--- config.mk ---
export PLATFORM = sky130hd
export DESIGN_NAME = indexed_insert_remove_list
export DESIGN_NICKNAME = d
export VERILOG_FILES = /design/src/sv/iirl_pkg.sv /design/src/sv/iirl_cell.sv /design/src/sv/indexed_insert_remove_list.sv
export SDC_FILE = /design/constraint.sdc
export NUM_CORES = 1
export LEC_CHECK = 0
export ABC_AREA = 1
export CAP_MARGIN = 20
export CORE_ASPECT_RATIO = 1.1
export CORE_UTILIZATION = 59
export CTS_CLUSTER_DIAMETER = 120
export DETAILED_ROUTE_END_ITERATION = 6
export DONT_BUFFER_PORTS = 1
export GPL_TIMING_DRIVEN = 0
export PLACE_DENSITY = 0.78
export SYNTH_ARGS = -nofsm -noshare
export SYNTH_HDL_FRONTEND = slang
export SYNTH_SLANG_ARGS = --single-unit
--- constraint.sdc ---
create_clock -name i_clk -period 3.8 [get_ports i_clk]
set_input_delay 0.57 -clock i_clk [delete_from_list [all_inputs] [get_ports i_clk]]
set_output_delay 0.57 -clock i_clk [all_outputs]
set_load 0.02 [all_outputs]
--- src/sv/iirl_pkg.sv ---
`timescale 1ns / 1ps
// ----------------------------------------------------------------------------
// iirl_pkg
// Shared types and constants of the indexed insert/remove list.
// ----------------------------------------------------------------------------
package iirl_pkg;

    localparam int DEPTH_DEF       = 16;
    localparam int HANDLE_BITS_DEF = 16;

    localparam int CMD_W  = 2;
    localparam int POS_W  = 5;
    localparam int HIN_W  = 16;
    localparam int ERR_W  = 2;
    localparam int CNT_W  = 5;
    localparam int CAP_W  = 5;

    typedef enum logic [CMD_W-1:0] {
        CMD_READ   = 2'd0,
        CMD_TAKE   = 2'd1,
        CMD_DELETE = 2'd2,
        CMD_INSERT = 2'd3
    } t_cmd;

    typedef enum logic [ERR_W-1:0] {
        ERR_OK    = 2'd0,
        ERR_RANGE = 2'd1,
        ERR_FULL  = 2'd2
    } t_err;

    // broadcast to every cell for one command
    typedef struct packed {
        logic             ins;
        logic             rem;
        logic [POS_W-1:0] pos;
        logic [CNT_W-1:0] cnt;
    } t_cell_ctl;

endpackage

--- src/sv/iirl_cell.sv ---
`timescale 1ns / 1ps
// ----------------------------------------------------------------------------
// iirl_cell
// One list slot: holds a handle, shifts from its left or right neighbour.
// ----------------------------------------------------------------------------
module iirl_cell
    import iirl_pkg::*;
#(
    parameter int HW    = HANDLE_BITS_DEF,
    parameter int INDEX = 0
) (
    input  logic          i_clk,
    input  t_cell_ctl     i_ctl,
    input  logic [HW-1:0] i_handle,
    input  logic [HW-1:0] i_left,
    input  logic [HW-1:0] i_right,
    output logic [HW-1:0] o_val,
    output logic [HW-1:0] o_rd
);

    logic [HW-1:0] r_val;
    logic [HW-1:0] n_val;
    int            pos_i;
    int            cnt_i;

    always_comb begin
        pos_i = int'(i_ctl.pos);
        cnt_i = int'(i_ctl.cnt);
        n_val = r_val;
        if (i_ctl.ins) begin
            if (INDEX == pos_i) begin
                n_val = i_handle;
            end else if (INDEX > pos_i && INDEX <= cnt_i) begin
                n_val = i_left;
            end
        end else if (i_ctl.rem) begin
            if (INDEX >= pos_i && INDEX + 1 < cnt_i) begin
                n_val = i_right;
            end
        end
    end

    always_ff @(posedge i_clk) begin
        r_val <= n_val;
    end

    assign o_val = r_val;
    assign o_rd  = (INDEX == int'(i_ctl.pos)) ? r_val : '0;

endmodule

--- src/sv/indexed_insert_remove_list.sv ---
`timescale 1ns / 1ps
// ----------------------------------------------------------------------------
// indexed_insert_remove_list
// Ordered list of handles with read, take, delete and insert at a position.
// ----------------------------------------------------------------------------
// channel  direction  fields (low bit up)
// s_axis   in         command[1:0] position[6:2] handle_in[22:7] pad[23]
// m_axis   out        handle_out[15:0] error[17:16] count[22:18] full_res[23]
// cfg      in         capacity[4:0]
//
// one command per cycle: the affected cells shift or load in the accept cycle, the
// read value comes from an or-tree over the cells into the output register.
// a command is taken whenever the output register is empty or being emptied.
// reset clears the count, the output valid and sets capacity to 16; cell
// contents stay undefined until written. cfg is always ready.
// ----------------------------------------------------------------------------
module indexed_insert_remove_list
    import iirl_pkg::*;
#(
    parameter int DEPTH       = DEPTH_DEF,
    parameter int HANDLE_BITS = HANDLE_BITS_DEF
) (
    input  logic        i_clk,
    input  logic        i_rst_n,
    input  logic        i_s_axis_tvalid,
    output logic        o_s_axis_tready,
    input  logic [23:0] i_s_axis_tdata,   // command, position, handle_in
    output logic        o_m_axis_tvalid,
    input  logic        i_m_axis_tready,
    output logic [23:0] o_m_axis_tdata,   // handle_out, error, count, full_res
    input  logic        i_cfg_valid,
    output logic        o_cfg_ready,
    input  logic [CAP_W-1:0] i_cfg_data   // capacity
);

    // stored handles never hold more than the input field carries
    localparam int HW   = (HANDLE_BITS < HIN_W) ? HANDLE_BITS : HIN_W;
    localparam int DCAP = (DEPTH > (2**CNT_W) - 1) ? (2**CNT_W) - 1 : DEPTH;

    logic [CAP_W-1:0] r_cap;
    logic [CNT_W-1:0] r_cnt;
    logic [CNT_W-1:0] n_cnt;
    logic             r_valid;
    logic [HIN_W-1:0] r_hout;
    t_err             r_err;
    logic [CNT_W-1:0] r_ocnt;
    logic             r_full;

    t_cmd             s_cmd;
    logic [POS_W-1:0] s_pos;
    logic [HW-1:0]    s_handle;
    logic             s_acc;
    t_err             s_err;
    logic [CAP_W-1:0] s_effcap;
    t_cell_ctl        s_ctl;
    logic [HW-1:0]    s_hread;

    logic [HW-1:0] w_val [DEPTH];
    logic [HW-1:0] w_rd  [DEPTH];

    assign s_cmd    = t_cmd'(i_s_axis_tdata[1:0]);
    assign s_pos    = i_s_axis_tdata[6:2];
    assign s_handle = i_s_axis_tdata[7 +: HW];

    assign o_s_axis_tready = !r_valid || i_m_axis_tready;
    assign s_acc           = i_s_axis_tvalid && o_s_axis_tready;
    assign o_cfg_ready     = 1'b1;

    assign s_effcap = (r_cap > CAP_W'(DCAP)) ? CAP_W'(DCAP) : r_cap;

    always_comb begin
        s_err     = ERR_OK;
        s_ctl.ins = 1'b0;
        s_ctl.rem = 1'b0;
        s_ctl.pos = s_pos;
        s_ctl.cnt = r_cnt;
        n_cnt     = r_cnt;
        if (s_cmd == CMD_INSERT) begin
            // a position past the end appends
            if (s_pos > r_cnt) begin
                s_ctl.pos = r_cnt;
            end
            if (r_cnt >= s_effcap) begin
                s_err = ERR_FULL;
            end else begin
                s_ctl.ins = s_acc;
                n_cnt     = r_cnt + CNT_W'(1);
            end
        end else if (s_pos >= r_cnt) begin
            s_err = ERR_RANGE;
        end else if (s_cmd != CMD_READ) begin
            s_ctl.rem = s_acc;
            n_cnt     = r_cnt - CNT_W'(1);
        end
    end

    for (genvar g = 0; g < DEPTH; g++) begin : g_cell
        logic [HW-1:0] w_left;
        logic [HW-1:0] w_right;
        if (g == 0) begin : g_first
            assign w_left = '0;
        end else begin : g_mid_l
            assign w_left = w_val[g-1];
        end
        if (g == DEPTH - 1) begin : g_last
            assign w_right = '0;
        end else begin : g_mid_r
            assign w_right = w_val[g+1];
        end
        iirl_cell #(
            .HW    (HW),
            .INDEX (g)
        ) u_cell (
            .i_clk    (i_clk),
            .i_ctl    (s_ctl),
            .i_handle (s_handle),
            .i_left   (w_left),
            .i_right  (w_right),
            .o_val    (w_val[g]),
            .o_rd     (w_rd[g])
        );
    end

    // only the addressed cell drives a non-zero read value
    always_comb begin
        s_hread = '0;
        for (int k = 0; k < DEPTH; k++) begin
            s_hread = s_hread | w_rd[k];
        end
    end

    always_ff @(posedge i_clk) begin
        if (!i_rst_n) begin
            r_cap   <= CAP_W'(16);
            r_cnt   <= '0;
            r_valid <= 1'b0;
        end else begin
            if (i_cfg_valid) begin
                r_cap <= i_cfg_data;
            end
            if (s_acc) begin
                r_cnt   <= n_cnt;
                r_valid <= 1'b1;
            end else if (i_m_axis_tready) begin
                r_valid <= 1'b0;
            end
        end
    end

    always_ff @(posedge i_clk) begin
        if (s_acc) begin
            r_err  <= s_err;
            r_ocnt <= n_cnt;
            r_full <= (n_cnt == s_effcap);
            if (s_err == ERR_OK && (s_cmd == CMD_READ || s_cmd == CMD_TAKE)) begin
                r_hout <= HIN_W'(s_hread);
            end else begin
                r_hout <= '0;
            end
        end
    end

    assign o_m_axis_tvalid = r_valid;
    assign o_m_axis_tdata  = {r_full, r_ocnt, r_err, r_hout};

`ifndef SYNTHESIS
    a_cnt_bound: assert property (@(posedge i_clk) disable iff (!i_rst_n)
        r_cnt <= CNT_W'(DCAP))
        else $error("entry count above depth");

    a_ins_grows: assert property (@(posedge i_clk) disable iff (!i_rst_n)
        (s_acc && s_cmd == CMD_INSERT && s_err == ERR_OK)
        |=> (r_cnt == $past(r_cnt) + CNT_W'(1)))
        else $error("insert did not grow the list");

    a_err_hold: assert property (@(posedge i_clk) disable iff (!i_rst_n)
        (s_acc && s_err != ERR_OK) |=> (r_cnt == $past(r_cnt)))
        else $error("failed command changed the count");

    a_err_zero: assert property (@(posedge i_clk) disable iff (!i_rst_n)
        (r_valid && r_err != ERR_OK) |-> (r_hout == '0))
        else $error("error result carries a handle");
`endif

endmodule

[Word level (Yosys, flattened, before mapping)]
Cells that the tools add are included.
Storage, ports and cells
  register bits after elaboration: 291
  input bits: 34
  output and inout bits: 27
  logic and storage cells: 326
Operators by class
  add/subtract/negate cells: 2
  $lt $le $gt $ge: 66
  eq/ne operators: 34
  muxes and demuxes: 112
  bitwise gates (word level): 15
  reductions and logical operators: 74
Operator list (number)
  $mux 16: 95
  $or 16x16->16: 15
  $reduce_and 3->1: 16
  $ne 3x1->1 const B: 15
  $eq 5x5->1 const A: 8
  $ge 4x5->1 const A: 8
  $gt 4x5->1 const A: 8
  $le 4x5->1 const A: 8
  $lt 4x5->1 const A: 8
  $reduce_bool 2->1: 19
  $mux 5: 7
  $logic_and 1x1->1: 33
  $eq 4x5->1 const A: 4
  $ge 3x5->1 const A: 4
  $gt 3x5->1 const A: 4
  $le 3x5->1 const A: 4
  $lt 3x5->1 const A: 4
  $eq 3x5->1 const A: 2
  $ge 1x5->1 const A: 2
  $ge 2x5->1 const A: 2
  $ge 5x5->1: 2
  $gt 2x5->1 const A: 2
  $le 2x5->1 const A: 2
  $lt 2x5->1 const A: 2
  other kinds (19): 29

[Logic depth before layout (Yosys ltp)]
  depth after elaboration: 20
  depth in mapped cells: 22
  depth with buffers taken out: 19

[Modules after synthesis]
A second synthesis with hierarchy kept.
Second synthesis, totals
  cells, all modules: 3233
  area, all modules: 22038.6 µm²
By module, submodules not included
  indexed_insert_remove_list: instances 1, cells an instance 338, area each 2630.0 µm², sequential area each 940.9 µm²
  iirl_cell (g_cell[3].u_cell): instances 1, cells an instance 194, area each 1271.2 µm², sequential area each 480.5 µm²
  iirl_cell (g_cell[9].u_cell): instances 1, cells an instance 177, area each 1257.5 µm², sequential area each 480.5 µm²
  iirl_cell (g_cell[5].u_cell): instances 1, cells an instance 186, area each 1246.2 µm², sequential area each 480.5 µm²
  iirl_cell (g_cell[1].u_cell): instances 1, cells an instance 183, area each 1244.9 µm², sequential area each 480.5 µm²
  iirl_cell (g_cell[15].u_cell): instances 1, cells an instance 188, area each 1241.2 µm², sequential area each 480.5 µm²
  iirl_cell (g_cell[11].u_cell): instances 1, cells an instance 198, area each 1239.9 µm², sequential area each 480.5 µm²
  iirl_cell (g_cell[8].u_cell): instances 1, cells an instance 187, area each 1238.7 µm², sequential area each 480.5 µm²
  iirl_cell (g_cell[2].u_cell): instances 1, cells an instance 186, area each 1232.4 µm², sequential area each 480.5 µm²
  iirl_cell (g_cell[4].u_cell): instances 1, cells an instance 182, area each 1231.2 µm², sequential area each 480.5 µm²
  iirl_cell (g_cell[10].u_cell): instances 1, cells an instance 185, area each 1227.4 µm², sequential area each 480.5 µm²
  iirl_cell (g_cell[6].u_cell): instances 1, cells an instance 183, area each 1224.9 µm², sequential area each 480.5 µm²
  iirl_cell (g_cell[7].u_cell): instances 1, cells an instance 192, area each 1221.2 µm², sequential area each 480.5 µm²
  iirl_cell (g_cell[14].u_cell): instances 1, cells an instance 184, area each 1217.4 µm², sequential area each 480.5 µm²
  3 more rows

[Worst setup path before layout]
OpenSTA, ideal clock, no wires.
  kind: register to register
  start point: reg r_cnt[2]
  end point: reg g_cell[11].u_cell.r_val[0] (enable)
  setup time: 414 ps
  arrival time: 3800 ps
  data required time: 3386 ps
  slack: -414 ps
  cell stages (with the launch flop): 16
  buffers on the path: 2
  clock period less this slack: 4214 ps
  cell sequence: dfxtp_1 clkbuf_1 inv_1 clkbuf_1 ha_1 nand2_1 nor2_4 nand2_2 nand3_4 a21oi_4 nand3_1 nand2_1 inv_1 nor2_2 clkinv_1 a211oi_1
Between the ends
  longest elaborated chain between the ends: 7
Ends and longest elaborated chain
  start: declaration: RTL line indexed_insert_remove_list.sv:41  | logic [CNT_W-1:0] r_cnt;
  start signal: assignment: RTL line indexed_insert_remove_list.sv:142  | r_cnt <= n_cnt;
  $gt 5x5->1: RTL line indexed_insert_remove_list.sv:80  | if (s_pos > r_cnt) begin
  $mux 5: RTL line indexed_insert_remove_list.sv:80
  $mux 5: RTL line indexed_insert_remove_list.sv:78  | if (s_cmd == CMD_INSERT) begin
  $gt 4x5->1 / $ge 4x5->1 (equally long branches): RTL line iirl_cell.sv:33, iirl_cell.sv:37
  $logic_and 1x1->1, on equally long branches: RTL line iirl_cell.sv:33, iirl_cell.sv:37
  $ne 3x1->1 (no source line) / $reduce_bool 2->1 (equally long branches)
  $reduce_and 3->1 (no source line) *
  end signal: assignment: RTL line iirl_cell.sv:44  | r_val <= n_val;
  end: declaration: RTL line iirl_cell.sv:21  | logic [HW-1:0] r_val;
Every way passes the cells marked *; elsewhere a longest branch is shown, timed or not.
A chain may end at the register's enable or synchronous reset.

[Worst setup path in the final report]
  start point: reg r_cap[3]
  end point: reg g_cell[11].u_cell.r_val[5], data pin
Between the ends
  longest elaborated chain between the ends: 6
Ends and longest elaborated chain
  start: declaration: RTL line indexed_insert_remove_list.sv:40  | logic [CAP_W-1:0] r_cap;
  start signal: assignment: RTL line indexed_insert_remove_list.sv:139  | r_cap <= i_cfg_data;
  $gt 5x5->1: RTL line indexed_insert_remove_list.sv:69  | assign s_effcap = (r_cap > CAP_W'(DCAP)) ? CAP_W'(DCAP) : r_cap;
  $mux 5 *: RTL line indexed_insert_remove_list.sv:69
  $ge 5x5->1 *: RTL line indexed_insert_remove_list.sv:83  | if (r_cnt >= s_effcap) begin
  $mux 1 *: RTL line indexed_insert_remove_list.sv:83
  $mux 1 *: RTL line indexed_insert_remove_list.sv:78
  $mux 16 *: RTL line iirl_cell.sv:30  | if (i_ctl.ins) begin
  via g_cell[11].u_cell.n_val[5]: RTL line iirl_cell.sv:22  | logic [HW-1:0] n_val;
Mark *: on every way through the listed nets, which the timed path passes. The rest lies on a longest branch.

==> impl_results.rst <==
.. list-table::
   :header-rows: 1

   * - Metric
     - Value
   * - Number of flops mapped to enable cells by yosys
     - 280
   * - Number of register bits inferred by synthesis
     - 291
   * - DR vias
     - 16956
   * - Compound-cell area share of the yosys netlist
     - 17.3%
   * - Die Ht
     - 182 um
   * - Vias in the first global route
     - 15573
   * - Worst Path Required
     - 4.26 ns
   * - Cell count after synthesis
     - 2142
   * - CP max FO
     - 10
   * - Layout Nets
     - 2258
   * - Buffer levels on the longest clock path
     - 3
   * - Setup repair after global routing missed its margin
     - yes
   * - Largest area contributor in the synthesized netlist
     - sky130_fd_sc_hd__edfxtp_1
   * - IO buf count
     - 0
   * - Drt initial violations
     - 3034
   * - Final-layout setup total negative slack
     - -0.00126 ns
   * - Setup violators final
     - 1
   * - Critical-path cell with the highest stage delay
     - sky130_fd_sc_hd__nor2_1
   * - Number of diodes
     - 0
   * - HPWL after DPL
     - 51.0 mm
   * - Clock power share
     - 35.7%
   * - Top area cells in the synthesized netlist
     - sky130_fd_sc_hd__edfxtp_1 (49%), sky130_fd_sc_hd__nand2_1 (12%), sky130_fd_sc_hd__o21ai_0 (7.4%), sky130_fd_sc_hd__nand3_1 (4.9%), sky130_fd_sc_hd__o22ai_1 (4.3%)
   * - Share of synthesized area spent on multiplexers
     - 0%
   * - Number of slew-limit violations in the final report
     - 0
   * - Die Width
     - 165 um
   * - Floorplan core area
     - 28800 sq um
   * - Num Clock Sinks
     - 291
   * - Average cell area after synthesis
     - 8.09 sq um
   * - Xor/xnor share of the synthesized area
     - 0.455%
   * - Portion of total power attributed to combinational logic
     - 18.4%
   * - Most used routing layer in global routing
     - met2
   * - Worst slew slack as a fraction of its limit
     - 31.0%
   * - Sw frac
     - 31.2%
   * - Endpoints failing hold
     - 0
   * - Num rows
     - 65
   * - Class of the most critical setup path
     - flip-flop to flip-flop
   * - Met1 usage
     - 61.4%
   * - Clock insertion delay at the later pin of the skew report
     - 0.61 ns
   * - Number of iterations in the first detailed-routing pass
     - 7
   * - Wire length reported by the detailed router
     - 66.3 mm
   * - Register area share after synthesis
     - 49.8%
   * - Combined buffer and inverter count along the critical path
     - 3
   * - Detailed-route DRC error count
     - 9
   * - Cell internal power dissipation
     - 0.00563 W
   * - Worst Hold Class
     - input port to flip-flop
   * - Root Buffer Master
     - sky130_fd_sc_hd__clkbuf_16
   * - Initial antenna violation count
     - 2
   * - Dominant combinational cell family by area after synthesis
     - simple AND/OR/NAND/NOR gates
   * - Maximum number of pins on one net before global-route repair
     - 20
   * - Post-placement cell count
     - 2522
   * - Mapped cell area
     - 17300 sq um
   * - Global-route total usage across every layer
     - 44.1%
   * - Dominant register cell in the synthesized netlist
     - sky130_fd_sc_hd__edfxtp_1
   * - Relative area change from synthesis to final layout
     - 12.0%
   * - Global-route wire length before repair
     - 96.6 mm
   * - CTS tree
     - done
   * - Critical path's top delay family
     - simple AND/OR/NAND/NOR gates
   * - Sequential fraction of design power
     - 45.9%
   * - Share of synthesized cell area in and, or, nand and nor gates
     - 23.9%
   * - Final critical delay including setup and external delays
     - 3.80 ns
   * - Routed wire per std cell
     - 25.5 um
   * - Number of nets in the synthesized netlist
     - 2191
   * - Starting Density
     - 60.2%
   * - Failing checks
     - DRC, setup timing
   * - Crit end category
     - flip-flop
   * - CP Cell Sequence
     - inv_1 -> a41oi_2 -> nor2_1 -> inv_1 -> ha_1 -> a21o_1 -> a21oi_1 -> nand3_1 -> nor2_4 -> nand2_1 -> clkbuf_1 -> nor2_1 -> o22ai_1 -> nand2_1
   * - Top-count cell post-synth
     - sky130_fd_sc_hd__nand2_1
   * - Final global-route overflow total
     - 0
   * - GRT met2 Usage
     - 66.1%
   * - Share of the cycle needed by the critical path after routing
     - 100%
   * - Total leakage power
     - 8.18 nW
   * - Result of the run
     - complete, but fails checks
   * - Switching power summed over all nets
     - 0.00256 W
   * - List of most frequent post-synthesis cells
     - sky130_fd_sc_hd__nand2_1 (537), sky130_fd_sc_hd__edfxtp_1 (280), sky130_fd_sc_hd__o21ai_0 (257), sky130_fd_sc_hd__nor2_1 (197), sky130_fd_sc_hd__nand3_1 (168)
   * - Hold_buf cts
     - 0
   * - Smallest hold slack
     - 0.0875 ns
   * - H-tree lvl count
     - 1
   * - Antenna viol nets, final
     - 0
   * - Max Cap Violations
     - 0
   * - Post-route worst setup slack
     - -0.00126 ns
   * - Warning count from the yosys run
     - 0
   * - Adder and majority gate portion of the synthesized area
     - 1.08%
   * - Arrival @ worst endpoint
     - 4.27 ns
   * - Critical Path Start Type
     - flip-flop
   * - Via count normalized by instance count
     - 6.52
   * - Number of non-filler instances in the completed layout
     - 2600
   * - Slew @ Worst Pin
     - 1.03 ns
   * - Power per standard cell area
     - 422 nW/um^2
   * - Layout cell share with drive strength beyond 1
     - 12.1%
   * - RD Place Congestion
     - 1.01
   * - Post-synth top area share
     - 48.5%
   * - Achievable clock frequency
     - 263 MHz
   * - Final clock skew
     - 0.0130 ns
   * - Die outline area
     - 30100 sq um
   * - Distinct cell type count after synthesis
     - 44
   * - Top-level I/O count
     - 61
   * - Worst-case vdd ir drop
     - 407 uV
   * - Delay of the slowest critical-path stage
     - 0.82 ns
   * - Number of buffers inserted during clock tree synthesis
     - 31
   * - Total Power Consumption
     - 0.00819 W
   * - Clock transition time at the flip-flop clock pins of the worst setup and hold paths
     - 0.06 ns
   * - FFs w/ async S/R, synth
     - 0%
   * - Met3 Use GR
     - 10.7%
-- per-layer routing --
| layer | vias up | share of wire [%] |
|---|---|---|
| met5 | - | 0.020 |
| met4 | 2 | 4.1 |
| met3 | 210 | 15 |
| met2 | 1514 | 44 |
| met1 | 7741 | 37 |
| li1 | 7489 | - |
-- path summary, 6_finish.rpt --
check / start / endpoint / slack, ns / cells after the start
worst max-delay path: r_cap[3]$_SDFFE_PN0P_ / g_cell[11].u_cell.o_val[5]$_DFFE_PP_ / -0.001 / 14
worst min-delay path: i_cfg_valid / r_cap[4]$_SDFFE_PN1P_ / 0.09 / 1
worst max register to register: r_cap[3]$_SDFFE_PN0P_ / g_cell[11].u_cell.o_val[5]$_DFFE_PP_ / -0.001 / 14
worst min register to register: r_cap[2]$_SDFFE_PN0P_ / r_cap[2]$_SDFFE_PN0P_ / 0.50 / 2
-- through the flow --
stage	utilization, %	instance area [sq um]	setup WS (ns)
finish	67.4	19400	-0.00126
global route	67.4	19400	-0.0588
CTS	66.6	19200	0.0172
detailed placement	62.7	18000	-0.980
global placement	61.9	17800	-2.26
floorplan	-	17300	-0.414
-- cell type report --
class | instances | area [sq um]
buffer | 125 | 646
clock buffer | 39 | 806
clock inverter | 17 | 125
fill | 2426 | 9380
inverter | 184 | 701
multi-input combinational | 1539 | 7630
sequential | 291 | 8630
tap | 368 | 460
timing repair buffer | 37 | 412
-- worst reg2reg max path, stage by stage, from the launching register on --
cell and delay (ns):
sky130_fd_sc_hd__dfxtp_1 0.30, sky130_fd_sc_hd__inv_1 0.10, sky130_fd_sc_hd__a41oi_2 0.17, sky130_fd_sc_hd__nor2_1 0.12, sky130_fd_sc_hd__inv_1 0.07, sky130_fd_sc_hd__ha_1 0.31, sky130_fd_sc_hd__a21o_1 0.19, sky130_fd_sc_hd__a21oi_1 0.13
sky130_fd_sc_hd__nand3_1 0.20, sky130_fd_sc_hd__nor2_4 0.23, sky130_fd_sc_hd__nand2_1 0.18, sky130_fd_sc_hd__clkbuf_1 0.45, sky130_fd_sc_hd__nor2_1 0.83, sky130_fd_sc_hd__o22ai_1 0.25, sky130_fd_sc_hd__nand2_1 0.12
-- state kept, by name, summed over array words and instances, names as in the netlist --
signal,flops
r_cap,5
r_ocnt,5
g_cell.u_cell.o_val,256
r_cnt,5
r_err,2
o_m_axis_tvalid,1
r_full,1
r_hout,16
-- power by group through the flow --
stage / Sequential (W) / Combinational (W) / Clock (W)
after floorplan: 0.00380 / 0.000892 / 0
after global placement: 0.00382 / 0.00129 / 0
after detailed placement: 0.00382 / 0.00135 / 0
after CTS: 0.00376 / 0.00139 / 0.00290
after global routing: 0.00377 / 0.00159 / 0.00301
final: 0.00376 / 0.00150 / 0.00292
-- cell families after synthesis --
logic type / after synthesis
AND/OR/NAND/NOR: 965
AO/OA/AOI/OAI: 549
buffers and inverters: 312
flip-flops: 291
adder cells (fa/ha/maj): 15
XOR/XNOR: 9
other: 1
-- cell usage in the layout, fill, tap and decap left out, types with 12 or more instances in the layout --
master and n:
sky130_fd_sc_hd__buf_2 53, sky130_fd_sc_hd__clkbuf_16 31, sky130_fd_sc_hd__buf_4 34, sky130_fd_sc_hd__a21oi_1 112
sky130_fd_sc_hd__nand2_1 535, sky130_fd_sc_hd__nor2_4 22, sky130_fd_sc_hd__inv_2 16, sky130_fd_sc_hd__edfxtp_1 280
sky130_fd_sc_hd__o21ai_0 253, sky130_fd_sc_hd__clkbuf_1 42, sky130_fd_sc_hd__o22ai_1 120, sky130_fd_sc_hd__nor2_1 182
sky130_fd_sc_hd__inv_1 166, sky130_fd_sc_hd__o21ai_1 27, sky130_fd_sc_hd__ha_1 15, sky130_fd_sc_hd__nand3_1 167
sky130_fd_sc_hd__o21bai_1 12, sky130_fd_sc_hd__nand2_2 15, sky130_fd_sc_hd__nor2_2 22
-- timing repair --
item	in CTS	in global routing
pin swaps	7	7
buffers inserted	7	17
setup endpoints to repair	391	447
gates cloned	0	1
hold endpoints to repair	0	0
gates resized for setup	33	45
Power figures use the tool's default switching activity.
